File: config.mk
export PLATFORM = sky130hd
export DESIGN_NAME = checksummed_record_receiver_core_flat
export DESIGN_NICKNAME = d
export VERILOG_FILES = /design/src/rtl/crr_pkg.sv /design/src/rtl/crr_chan_if.sv /design/src/rtl/checksummed_record_receiver_core.sv /design/src/rtl/crr_frame_fsm.sv /design/src/flat_wrapper.sv
export SDC_FILE = /design/constraint.sdc
export NUM_CORES = 1
export LEC_CHECK = 0
export BUFFER_PORTS_ARGS = -buffer_cell sky130_fd_sc_hd__buf_2
export CORE_ASPECT_RATIO = 1.4
export CORE_UTILIZATION = 30
export DETAILED_ROUTE_END_ITERATION = 12
export GPL_TIMING_DRIVEN = 0
export PLACE_DENSITY_LB_ADDON = 0.3
export SYNTH_ARGS = -nofsm -noshare
export SYNTH_HDL_FRONTEND = slang
export SYNTH_HIERARCHICAL = 1
export SYNTH_SLANG_ARGS = --single-unit
File: constraint.sdc
create_clock -name clk -period 5.8 [get_ports clk]
set_input_delay 0.29 -clock clk [delete_from_list [all_inputs] [get_ports clk]]
set_output_delay 0.29 -clock clk [all_outputs]
set_load 0.1 [all_outputs]
File: src/rtl/crr_pkg.sv
// Package for the checksummed record receiver.
// Holds line characters, codes, the frame phase type and payload structs.
// No dependencies; the core and the frame state machine import it.
package crr_pkg;

  // Line control characters
  localparam logic [7:0] CH_STX = 8'h02;
  localparam logic [7:0] CH_ETX = 8'h03;
  localparam logic [7:0] CH_ESC = 8'h1b;
  localparam logic [7:0] CH_CAN = 8'h18;

  // Request modes
  localparam logic [2:0] MODE_BYTE       = 3'd0;
  localparam logic [2:0] MODE_TIMEOUT    = 3'd1;
  localparam logic [2:0] MODE_ABORT_FILE = 3'd2;
  localparam logic [2:0] MODE_ABORT_ALL  = 3'd3;
  localparam logic [2:0] MODE_NEW_FILE   = 3'd4;

  // Result kinds
  localparam logic [1:0] KIND_DATA   = 2'd0;
  localparam logic [1:0] KIND_MSG    = 2'd1;
  localparam logic [1:0] KIND_STATUS = 2'd2;

  // Frame status codes
  localparam logic [2:0] ST_OK       = 3'd0;
  localparam logic [2:0] ST_RETRY    = 3'd1;
  localparam logic [2:0] ST_MSGDONE  = 3'd2;
  localparam logic [2:0] ST_EOF      = 3'd3;
  localparam logic [2:0] ST_CANCEL   = 3'd4;
  localparam logic [2:0] ST_ABORTALL = 3'd5;

  // Reply codes
  localparam logic [2:0] RP_NONE = 3'd0;
  localparam logic [2:0] RP_ACK  = 3'd1;
  localparam logic [2:0] RP_NAK  = 3'd2;
  localparam logic [2:0] RP_CAN  = 3'd3;
  localparam logic [2:0] RP_ESC  = 3'd4;

  typedef enum logic [2:0] {
    PH_IDLE,
    PH_CNT_HI,
    PH_CNT_LO,
    PH_DATA,
    PH_ETX,
    PH_CSUM,
    PH_MSG
  } phase_t;

  typedef struct packed {
    logic [2:0] mode;
    logic [7:0] line_byte;
  } item_t;

  typedef struct packed {
    logic [1:0] kind;
    logic [7:0] value;
    logic [2:0] status;
    logic [2:0] reply;
  } result_t;

endpackage

File: src/rtl/crr_chan_if.sv
// Valid/ready channel interfaces for the checksummed record receiver.
// crr_in_if carries input requests, crr_out_if carries result requests.
// Depends on nothing.
interface crr_in_if;
  logic       valid;
  logic       ready;
  logic [2:0] mode;
  logic [7:0] line_byte;

  modport source (output valid, output mode, output line_byte, input ready);
  modport sink (input valid, input mode, input line_byte, output ready);
endinterface

interface crr_out_if;
  logic       valid;
  logic       ready;
  logic [1:0] kind;
  logic [7:0] value;
  logic [2:0] status;
  logic [2:0] reply;

  modport source (output valid, output kind, output value, output status, output reply,
                  input ready);
  modport sink (input valid, input kind, input value, input status, input reply,
                output ready);
endinterface

File: src/rtl/checksummed_record_receiver_core.sv
// Top level of the checksummed record receiver.
// Input register, frame state machine and result register.
// Depends on crr_pkg, crr_chan_if and crr_frame_fsm.

// The receiver takes one request per clock while not stalled (a line byte, a timeout,
// an abort or a new-file mark) and gives at most one result per request: a tentative
// data byte, a message character, or a frame status with the reply byte to send back.
// A request is registered on entry in the input register and decoded there by the
// frame state machine; its result is loaded into the output register when both
// stages advance. Both stages advance together whenever the output register is
// empty or being taken, which sustains one request per cycle; back-pressure on the
// result side stalls input.
// A retry status tells downstream to drop the data bytes of that frame.
module checksummed_record_receiver_core (
  input logic      clk,
  input logic      rst,
  crr_in_if.sink   rx,
  crr_out_if.source res
);
  import crr_pkg::*;

  logic    in_valid;
  item_t   in_item;
  logic    out_valid;
  result_t out_data;
  logic    step;
  logic    fsm_valid;
  result_t fsm_res;

  // Advance when the input register holds a request and the output register is free or drains this cycle
  assign step     = in_valid && (!out_valid || res.ready);
  assign rx.ready = !in_valid || step;

  // Input register
  always_ff @(posedge clk) begin
    if (rst) begin
      in_valid <= 1'b0;
    end else if (rx.ready) begin
      in_valid <= rx.valid;
    end
  end

  always_ff @(posedge clk) begin
    if (rx.ready && rx.valid) begin
      in_item <= '{mode: rx.mode, line_byte: rx.line_byte};
    end
  end

  crr_frame_fsm u_fsm (
    .clk       (clk),
    .rst       (rst),
    .step      (step),
    .item      (in_item),
    .res_valid (fsm_valid),
    .res       (fsm_res)
  );

  // Result register
  always_ff @(posedge clk) begin
    if (rst) begin
      out_valid <= 1'b0;
    end else if (step) begin
      out_valid <= fsm_valid;
    end else if (res.ready) begin
      out_valid <= 1'b0;
    end
  end

  always_ff @(posedge clk) begin
    if (step && fsm_valid) begin
      out_data <= fsm_res;
    end
  end

  assign res.valid  = out_valid;
  assign res.kind   = out_data.kind;
  assign res.value  = out_data.value;
  assign res.status = out_data.status;
  assign res.reply  = out_data.reply;

endmodule

File: src/rtl/crr_frame_fsm.sv
// Frame state machine of the checksummed record receiver.
// Holds frame phase, count, checksum and abort flags; decodes one request per step.
// Depends on crr_pkg.
module crr_frame_fsm (
  input  logic            clk,
  input  logic            rst,
  input  logic            step,
  input  crr_pkg::item_t  item,
  output logic            res_valid,
  output crr_pkg::result_t res
);
  import crr_pkg::*;

  phase_t      phase, phase_next;
  logic [15:0] bytes_left, bytes_left_next;
  logic [7:0]  count_high_byte, count_high_byte_next;
  logic [7:0]  running_xor, running_xor_next;
  logic        abort_file_pending, abort_file_pending_next;
  logic        abort_all_pending, abort_all_pending_next;

  logic [7:0]  b;
  assign b = item.line_byte;

  // State registers
  always_ff @(posedge clk) begin
    if (rst) begin
      phase              <= PH_IDLE;
      bytes_left         <= '0;
      count_high_byte    <= '0;
      running_xor        <= '0;
      abort_file_pending <= 1'b0;
      abort_all_pending  <= 1'b0;
    end else if (step) begin
      phase              <= phase_next;
      bytes_left         <= bytes_left_next;
      count_high_byte    <= count_high_byte_next;
      running_xor        <= running_xor_next;
      abort_file_pending <= abort_file_pending_next;
      abort_all_pending  <= abort_all_pending_next;
    end
  end

  // Decode the request against the current phase
  always_comb begin
    phase_next              = phase;
    bytes_left_next         = bytes_left;
    count_high_byte_next    = count_high_byte;
    running_xor_next        = running_xor;
    abort_file_pending_next = abort_file_pending;
    abort_all_pending_next  = abort_all_pending;
    res_valid               = 1'b0;
    res                     = '{kind: KIND_STATUS, value: 8'h00, status: ST_OK,
                                reply: RP_NONE};

    case (item.mode)
      MODE_TIMEOUT: begin
        // Only reads with a time limit fail the frame
        if (phase == PH_DATA || phase == PH_ETX || phase == PH_CSUM) begin
          phase_next = PH_IDLE;
          res_valid  = 1'b1;
          res.status = ST_RETRY;
          res.reply  = RP_NAK;
        end
      end
      MODE_ABORT_FILE: abort_file_pending_next = 1'b1;
      MODE_ABORT_ALL:  abort_all_pending_next  = 1'b1;
      MODE_NEW_FILE: begin
        abort_file_pending_next = 1'b0;
        abort_all_pending_next  = 1'b0;
        phase_next              = PH_IDLE;
        bytes_left_next         = '0;
        running_xor_next        = '0;
      end
      MODE_BYTE: begin
        case (phase)
          PH_IDLE: begin
            if (b == CH_STX) begin
              running_xor_next = '0;
              phase_next       = PH_CNT_HI;
            end else if (b == CH_ESC) begin
              phase_next = PH_MSG;
            end else begin
              res_valid = 1'b1;
              if (b == CH_CAN) begin
                res.status = ST_EOF;
                res.reply  = RP_ACK;
              end else begin
                res.status = ST_CANCEL;
                res.reply  = RP_CAN;
              end
            end
          end
          PH_CNT_HI: begin
            count_high_byte_next = b;
            phase_next           = PH_CNT_LO;
          end
          PH_CNT_LO: begin
            bytes_left_next = {count_high_byte, b};
            phase_next      = ({count_high_byte, b} == 16'd0) ? PH_ETX : PH_DATA;
          end
          PH_DATA: begin
            // Pass the byte on and fold it into the checksum
            running_xor_next = running_xor ^ b;
            bytes_left_next  = bytes_left - 16'd1;
            if (bytes_left == 16'd1) phase_next = PH_ETX;
            res_valid = 1'b1;
            res.kind  = KIND_DATA;
            res.value = b;
          end
          PH_ETX: begin
            if (b != CH_ETX) begin
              phase_next = PH_IDLE;
              res_valid  = 1'b1;
              res.status = ST_RETRY;
              res.reply  = RP_NAK;
            end else begin
              phase_next = PH_CSUM;
            end
          end
          PH_CSUM: begin
            phase_next = PH_IDLE;
            res_valid  = 1'b1;
            if (b != running_xor) begin
              res.status = ST_RETRY;
              res.reply  = RP_NAK;
            end else if (abort_file_pending) begin
              res.status = ST_CANCEL;
              res.reply  = RP_CAN;
            end else if (abort_all_pending) begin
              res.status = ST_ABORTALL;
              res.reply  = RP_ESC;
            end else begin
              res.status = ST_OK;
              res.reply  = RP_ACK;
            end
          end
          PH_MSG: begin
            res_valid = 1'b1;
            if (b == CH_ETX) begin
              phase_next = PH_IDLE;
              res.status = ST_MSGDONE;
              res.reply  = RP_NONE;
            end else begin
              res.kind  = KIND_MSG;
              res.value = b;
            end
          end
          default: phase_next = PH_IDLE;
        endcase
      end
      default: ;
    endcase
  end

endmodule
File: src/flat_wrapper.sv
// flat-port wrapper written by rule: the top's interface ports become plain ports
module checksummed_record_receiver_core_flat import crr_pkg::*;
  (clk, rst, rx_valid, rx_mode, rx_line_byte, rx_ready, res_valid, res_kind, res_value, res_status, res_reply, res_ready);
  crr_in_if rx_i ();
  crr_out_if res_i ();
  input logic clk;
  input logic rst;
  input wire logic [$bits(rx_i.valid)-1:0] rx_valid;
  input wire logic [$bits(rx_i.mode)-1:0] rx_mode;
  input wire logic [$bits(rx_i.line_byte)-1:0] rx_line_byte;
  output wire logic [$bits(rx_i.ready)-1:0] rx_ready;
  output wire logic [$bits(res_i.valid)-1:0] res_valid;
  output wire logic [$bits(res_i.kind)-1:0] res_kind;
  output wire logic [$bits(res_i.value)-1:0] res_value;
  output wire logic [$bits(res_i.status)-1:0] res_status;
  output wire logic [$bits(res_i.reply)-1:0] res_reply;
  input wire logic [$bits(res_i.ready)-1:0] res_ready;
  assign rx_i.valid = rx_valid;
  assign rx_i.mode = rx_mode;
  assign rx_i.line_byte = rx_line_byte;
  assign rx_ready = rx_i.ready;
  assign res_valid = res_i.valid;
  assign res_kind = res_i.kind;
  assign res_value = res_i.value;
  assign res_status = res_i.status;
  assign res_reply = res_i.reply;
  assign res_i.ready = res_ready;
  checksummed_record_receiver_core u_core (.clk(clk), .rst(rst), .rx(rx_i), .res(res_i));
endmodule
Word level (Yosys, flattened, before mapping):

Cells that the tools add are included.

* output and inout bits: 18
* word-level logic and storage cells: 101
* register bits after elaboration: 66
* bits of input ports: 15

* eq/ne operators: 24
* muxes and demuxes: 37
* add/subtract/negate cells: 1
* reductions and logical operators: 24
* bitwise operators: 1

Operators with widths (count)
* $pmux 16 s2: 2
* $mux 6: 6
* $pmux 8 s2: 2
* $pmux 6 s4: 1
* $mux 3: 7
* $pmux 10 s2: 1
* $pmux 3 s6: 1
* $eq 16x1->1 const B: 1
* $eq 8x2->1 const B: 2
* $eq 8x5->1 const B: 2
* $logic_not 16->1: 1
* $sub 16x1->16 const B: 1
* $eq 3x2->1 const B: 4
* $eq 3x3->1 const B: 4
* $pmux 6 s2: 1
* $mux 10: 1
* $ne 3x3->1 const B: 3
* $pmux 3 s3: 1
* $mux 4: 2
* $mux 8: 1
* $ne 8x2->1 const B: 1
* $ne 8x8->1: 1
* $reduce_bool 2->1: 4
* $xor 8x8->8: 1
* 18 further kinds: 36

Depth between registers and ports, before layout:

Gate-level depths: netlist of the first run.

* depth in word-level cells: 6
* mapped depth: 8
* mapped depth without buffers: 7

By module:

Netlist of the first run, hierarchy kept.

By module, submodules not included
* crr_frame_fsm: area each 2735.1 um^2, sequential area each 740.7 um^2, times used 1, cells each 364
* checksummed_record_receiver_core: area each 913.4 um^2, sequential area each 850.8 um^2, times used 1, cells each 38

Least setup slack after synthesis of the first run:

OpenSTA, ideal clock, no wires.

* path type: reg-to-reg
* start point: register u_core/in_item[8] (netlist bit)
* end point: register u_core.out_data, in the netlist u_core/res.kind[0] (enable)
* path slack: 3105 ps
* library setup time: 390 ps
* stages on the path, launching flop included: 8
* data arrival time: 2304 ps
* data required time: 5410 ps
* path buffers: 2
* path through: edfxtp_1 -> buf_6 -> or3_1 -> buf_2 -> a311o_1 -> o311ai_0 -> nand2_1 -> nor2b_1

* cells in the longest elaborated chain, start to end: 3
* elaborated cells between the ends (all ways): 4
* classes of those cells: eq/ne (1); mux (1); reduce/logical (2)

Ends and longest elaborated chain
* start: declaration: RTL line checksummed_record_receiver_core.sv:23 `item_t in_item;`
* start signal: assignment: RTL line checksummed_record_receiver_core.sv:45 `in_item <= '{mode: rx.mode, line_byte: rx.line_byte};`
* $eq 3x1->1 or $logic_not 3->1 (tied branches): RTL line crr_frame_fsm.sv:55 `case (item.mode)`
* $pmux 1 s2 *: RTL line crr_frame_fsm.sv:55
* net u_core.fsm_valid: RTL line checksummed_record_receiver_core.sv:27 `logic fsm_valid;`
* $logic_and 1x1->1 *: RTL line checksummed_record_receiver_core.sv:70 `if (step && fsm_valid) begin`
* end signal: assignment: RTL line checksummed_record_receiver_core.sv:71 `out_data <= fsm_res;`
* end: declaration: RTL line checksummed_record_receiver_core.sv:25 `result_t out_data;`

The timed path passes the listed nets; every way through them passes the cells marked *.
A chain may end at the register's enable or synchronous reset.

Worst setup path in the final report of the first run:

* start point: register u_core.u_fsm.phase[2]
* end point: register u_core.out_data, in the netlist u_core/res.value[5] (enable)

* cells in the longest elaborated chain, start to end: 6
* elaborated cells between the ends (all ways): 12
* classes of those cells: eq/ne (4); mux (3); reduce/logical (5)

Ends and longest elaborated chain
* start: declaration: RTL line crr_frame_fsm.sv:14 `phase_t phase, phase_next;`
* start signal: assignment: RTL line crr_frame_fsm.sv:34 `phase <= phase_next;`
* parallel branches: the longest is 4 deep, another holds $eq 3x2->1
* $pmux 1 s2 *: RTL line crr_frame_fsm.sv:55
* net u_core.fsm_valid: RTL line checksummed_record_receiver_core.sv:27
* $logic_and 1x1->1 *: RTL line checksummed_record_receiver_core.sv:70

Mark *: on every way through the listed nets, which the timed path passes.

==> results of run 1 <==
==> worst min-delay path by stage <==
stage                                    to  slack (ns)
2_1_floorplan  u_core/in_valid$_SDFFE_PP0P_        0.36
5_1_grt         u_core/in_item[0]$_DFFE_PP_        0.12
3_5_place_dp    u_core/in_item[0]$_DFFE_PP_        0.47
3_3_place_gp    u_core/in_item[1]$_DFFE_PP_        0.47
4_1_cts         u_core/in_item[0]$_DFFE_PP_        0.12
6_report        u_core/in_item[0]$_DFFE_PP_        0.12
==> synthesized netlist by cell type (9+ instances only) <==
cell type,n
nor2b_1,13
nand2_1,39
nor3_1,9
inv_1,10
nor2_1,37
and2_1,12
mux2i_1,10
dfxtp_1,39
clkbuf_1,15
o21ai_0,35
edfxtp_1,27
nor3b_1,11
a21oi_1,36
==> per-stage QoR <==
stage               setup slack (ns)  area (um2)  hold slack (ns)
floorplan                      3.105        3649           0.3591
global placement               2.505        3993           0.4682
detailed placement             2.495        3993           0.4696
CTS                            2.477        4288           0.1194
global route                   2.259        4288           0.1165
finish                         2.568        4288           0.1235
==> final cells by class <==
type | count | share of cell area [%]
clock buffer | 9 | 5.252
buffer | 24 | 2.655
tap | 147 | 4.289
timing repair buffer | 32 | 3.735
multi-input combinational | 301 | 44.35
sequential | 66 | 37.12
clock inverter | 7 | 1.634
inverter | 11 | 0.9629
==> per-layer routing <==
layer  vias up  share of wire, %
met5         -                 0
met2        80                54
met4         0               4.8
met1      1522                37
met3        31               3.4
li1       1554                 -
==> power by group through the flow <==
stage | registers, uW | logic, uW | clock network [uW]
2_1_floorplan | 514 | 37.3 | 0
3_3_place_gp | 506 | 67.2 | 0
3_5_place_dp | 505 | 68.2 | 0
4_1_cts | 496 | 68.3 | 547
5_1_grt | 496 | 72.8 | 572
6_report | 495 | 68.0 | 537
==> flip-flops by register name (all words and copies together), names as in the netlist <==
name	cells
u_core/u_fsm/abort_all_pending	1
u_core/in_valid	1
u_core/u_fsm/phase	3
u_core/res.kind	2
u_core/res.status	3
u_core/res.value	8
u_core/res.reply	3
u_core/u_fsm/bytes_left	16
u_core/u_fsm/running_xor	8
u_core/res.valid	1
u_core/u_fsm/count_high_byte	8
u_core/in_item	11
u_core/u_fsm/abort_file_pending	1
==> logic make-up (layout without fill, tap and decap cells) <==
logic type	Yosys count	after routing
simple gates	175	175
compound gates	104	104
flops	66	66
buf+inv	35	83
mux	11	11
xor+xnor	9	9
fa+ha+maj	2	2
==> metrics.txt, run 1 <==
Clock Power Share 48.8%; Final Hold Fails 0; final WL 9720 um; area of the mapped netlist 3648 um2; initial antenna violation count 0; Die ar. around 13000 um2; largest family of logic cells by synthesized area simple AND/OR/NAND/NOR gates; start of the worst register-to-register path u_core/u_fsm/phase[2]$_SDFFE_PP0P_; power share of the combinational group ~6.2%; post-DP HPWL 7142 um; gr ovfl total 0; die width 95.21 um; Int Power 840.5 uW; Final TNS setup 0 ns; clk_skew 0.005989 ns; maximum root-to-sink buffer count 2; footprint of the multi-input gates 1902 um2; pwr/cell area 256.6 nW/um2; worst min path class in2reg; Clk Latency, worst-skew pair ~0.34 ns; r2r setup slk 2.57 ns; Core Area between 10000 and 15000 um2; mux share of post-synthesis cell area 3.052%; post-route minimum period ~3.2 ns; highest achievable clock rate 309.4 MHz; Vias 3187; ratio of cells with drive above 1 in the final layout 16.44%; CP Max Fanout 16; most frequent CP cell nor2b_1; number of setup buffers added after CTS 0; cts bufs inserted 9; CTS hold repair buffers 0; syn_nets 419; global-route wire length before repair ~15000 um; Design Power ~1100 uW; IO Port Bufs 32; yosys warns 6; H-tree levels 3; slew margin rel. between 10 and 15%; Clock Pin Slew Worst Setup and Hold Paths 0.06 ns; Site Rows 47; DR pass1 iterations 5; most frequent cells in the layout 39 x nand2_1, 39 x dfxtp_1, 38 x buf_2, 37 x nor2_1, 36 x a21oi_1; sequential fraction of the synthesis area 43.62%; Crit. Startpoint u_core/u_fsm/phase[2]$_SDFFE_PP0P_; Num Clock Sinks 66; RR Endpoint u_core/res.value[5]$_DFFE_PP_; maximum VDD drop 0.1449 mV; RSZ-0062 raised after global routing false; count of cell types in the netlist 69; Post-synth ARST share 0%; final core area utilization 36.28%; nets 462; post-synthesis adder-cell area fraction less than 1%; Worst Hold Depth 1; Arrival @ worst endpoint around 3.2 ns; XOR/XNOR share of the synthesized area 2.160%; cell taking the most area after synthesis edfxtp_1; CTS tree done; root buffer cell clkbuf_16; required time worst endpoint 5.75 ns; complex-gate fraction of the synthesized area 18.04%; diode count 0; Crit path depth 7; largest net degree at the start of global routing 17; share of the synthesized area in the top cell type about 22%; Total GRT Usage ~16%; Register-to-Register Path Depth 7; DR DRC count 0; Sw Share between 20% and 30%; crit-path leading delay family simple AND/OR/NAND/NOR gates; synthesized netlist cell count 402; starting density of the core 30.87%; EDFF count, synth 27; vias per cell ~5.3; placed insts between 500 and 600; Reg power frac 45.0%; ANT nets after route 0; sequential cell area about 1600 um2; P&R area growth vs syn 17.52%; met1 Usage GRT 16.60%; post-CTS sizing 0; CP cell instances clkbuf_1, nor2b_1, o21bai_1, or3b_2, o311ai_0, nand2_1, nor2b_1; CP startpoint kind flop; setup violators final 0; GRT met2 Usage about 28%; vias in the first global route 3076; synth top area cells edfxtp_1 22%, dfxtp_1 21%, a21oi_1 4.9%; initial drt markers 152; GR peak layer met2; DR WL/cell 16.28 um; outcome complete, no violations; Post-synth top flop dfxtp_1; # IOs 33; GPL Wtd Cong 0.8602; crit share post-route 55.72%; CP peak stage delay 0.99 ns; Fillers 1190; post-synthesis register bit count 66; Worst setup EP type flop; hold path start rx_line_byte[0]; Synth Area in Simple Gates 28.19%; number of max-cap violations 0; met3 Use GR 3.333%; worst slew pin tran 1.284 ns; non-filler cells in the finished layout 597; Final Slew Violations 0; CP endpoint u_core/res.value[5]$_DFFE_PP_; die height 132.5 um; LEAKAGE 0.001517 uW; Net Switching around 260 uW; Crit-path slowest cell nor2b_1; Bufs and invs on worst path 1; Worst Setup Path Type reg2reg; Post-Syn Area per Cell slightly above 9 um2
(Power assumes the default switching activity.)
==> run 2, diff against run 1 <==
==> constraint.sdc (replaced) <==
create_clock -name clk -period 2.8 [get_ports clk]
set_input_delay 0.14 -clock clk [delete_from_list [all_inputs] [get_ports clk]]
set_output_delay 0.14 -clock clk [all_outputs]
set_load 0.1 [all_outputs]
==> run 2 against run 1 <==
  * Clock skew about the same
  * Routed wire length is 1.0% higher
  * Clock power increased by 110%
  * Sequential share of layout area is 1.2 points lower
  * Non-clock buffer count up 12
  * Worst setup slack worse by 2.3 ns
  * Sequential cell count did not move
  * Critical endpoint unchanged
  * Largest power group unchanged
  * Highest routed layer unchanged
==> metrics.txt, run 2 (synthesized netlist as in run 1, its figures left out) <==
DR WL/cell 16.12 um (-0.97%); outcome complete, no violations; GPL Wtd Cong 0.8602 (unchanged); initial drt markers 140 (-7.9%); Final Hold Fails 0 (unchanged); number of max-cap violations 0 (unchanged); non-filler cells in the finished layout 609 (+2.0%); diode count 0 (unchanged); Worst setup EP type flop; final hold slack 0.05670 ns (-0.06683 ns); H-tree levels 3 (unchanged); crit-path leading delay family simple AND/OR/NAND/NOR gates; RSZ-0062 raised after global routing false; nets 474 (+2.6%); final WL 9819 um (+1.0%); die height 132.5 um (unchanged); post-route minimum period 2.521 ns (-0.7113 ns); vias in the first global route 3138 (+2.0%); max FFs per register 16 (unchanged); Clock Pin Slew Worst Setup and Hold Paths 0.06 ns (about the same); gr ovfl total 0 (unchanged); Die ar. 12610 um2 (unchanged); starting density of the core 30.87% (unchanged); most frequent cells in the layout 39 x nand2_1, 39 x dfxtp_1, 38 x buf_2, 37 x nor2_1, 36 x a21oi_1; Worst Setup Path Type reg2reg; highest achievable clock rate 396.7 MHz (+28%); final core area utilization 37.44% (+1.2 points); clk_skew 0.005775 ns (-0.0002136 ns); CP startpoint kind flop; largest net degree at the start of global routing 17 (unchanged); Clk Latency, worst-skew pair 0.33 ns (about the same); slew margin rel. 52.35% (+38 points); CP peak stage delay 0.49 ns (-0.50 ns); Final TNS setup 0 ns (unchanged); pwr/cell area 516.9 nW/um2 (+100%); registers with the most flip-flops u_core/u_fsm/bytes_left: 16 flops, u_core/in_item: 11 flops; maximum VDD drop 0.3002 mV (+110%); worst min path class in2reg; Total GRT Usage 16.36% (+0.19 points); placed insts 581 (unchanged); IO Port Bufs 32 (unchanged); LEAKAGE 0.001580 uW (+4.2%); die width 95.21 um (unchanged); Largest Register u_core/u_fsm/bytes_left; CP cell instances clkbuf_1, nor2b_1, o21bai_1, or3b_2, o311ai_0, nand2_1, nor2b_4, buf_12; required time worst endpoint 2.85 ns (-2.90 ns); # IOs 33 (unchanged); ANT nets after route 0 (unchanged); CP Max Fanout 15 (-1); CTS tree done; Arrival @ worst endpoint 2.57 ns (-0.61 ns); crit share post-route 90.02% (+34 points); vias per cell 5.394 (+1.0%); maximum root-to-sink buffer count 2 (unchanged); Crit-path slowest cell or3b_2; root buffer cell clkbuf_16; P&R area growth vs syn 21.30%; DR pass1 iterations 4 (-1); setup violators final 0 (unchanged); global-route wire length before repair 15550 um (+1.3%); Vias 3285 (+3.1%); Core Area 11820 um2 (unchanged); Site Rows 47 (unchanged); ratio of cells with drive above 1 in the final layout 16.45% (about the same); r2r setup slk 0.28 ns (-2.29 ns); worst slew pin tran 0.7109 ns (-0.5729 ns); DR DRC count 0 (unchanged); Final Slew Violations 0 (unchanged); Num Clock Sinks 66 (unchanged); initial antenna violation count 0 (unchanged); cts bufs inserted 9 (unchanged); Bufs and invs on worst path 2 (+1); post-DP HPWL 7142 um (unchanged)
run 2: changes by cell type in the layout (fill, tap and decap cells not counted), sizes merged:
cell	before	now
dlygate4sd3	0	11
buf	40	41
run 2: metrics by stage:
step	instance area, um2	power, uW	setup slack, ns
after global routing	4425	2377	0.08178
after global placement	3993	1186	-0.4955
final	4425	2288	0.2795
after CTS	4405	2312	0.08279
after detailed placement	3993	1188	-0.5050
after floorplan	3649	1142	0.1053
run 2: area by class of cell:
| cell class | instances | area, um2 |
|---|---|---|
| clock inverter | 7 | 70.07 |
| sequential | 66 | 1592 |
| tap | 147 | 183.9 |
| fill | 1181 | 7395 |
| inverter | 11 | 41.29 |
| buffer | 24 | 113.9 |
| clock buffer | 9 | 225.2 |
| multi-input combinational | 301 | 1909 |
| timing repair buffer | 44 | 290.3 |
run 2: where the power goes:
group / total, uW / internal (uW) / leakage, uW / switching (uW)
clock: 1110 / 685 / 0.000135 / 422
sequential: 1030 / 1010 / 0.000563 / 12.0
combinational: 155 / 53.5 / 0.000882 / 101
total: 2290 / 1750 / 0.00158 / 535
run 2: worst reg2reg max path, cell delays in order, from the launching register on:
cell and delay [ns]:
dfxtp_1 0.34, clkbuf_1 0.34, nor2b_1 0.28, o21bai_1 0.12, or3b_2 0.49, o311ai_0 0.16
nand2_1 0.18, nor2b_4 0.17, buf_12 0.16
run 2: metal layers:
metal / share of wire [%] / routed length [um] / global-route usage, %
met5: 0 / 0 / 0
met4: 5.4 / 528 / 13.22
met3: 3.9 / 384 / 3.333
met2: 54 / 5315 / 27.98
met1: 37 / 3591 / 16.75
run 2: timing repair:
item                                    4_1_cts  5_1_grt
cloned                                        0        0
endpoints found under the hold margin        11        0
endpoints found under the setup margin       16       16
hold buffers                                 11        0
setup buffers                                 0        1
gates resized for setup                       2        0
run 2: final timing paths:
path,endpoint,start,depth (start not counted)
worst max-delay path,u_core/res.value[5]$_DFFE_PP_,u_core/u_fsm/phase[2]$_SDFFE_PP0P_,8
worst min-delay path,u_core/in_valid$_SDFFE_PP0P_,rx_valid,3
worst max register to register,u_core/res.value[5]$_DFFE_PP_,u_core/u_fsm/phase[2]$_SDFFE_PP0P_,8
worst min register to register,u_core/u_fsm/bytes_left[11]$_SDFFE_PP0P_,u_core/u_fsm/bytes_left[11]$_SDFFE_PP0P_,2
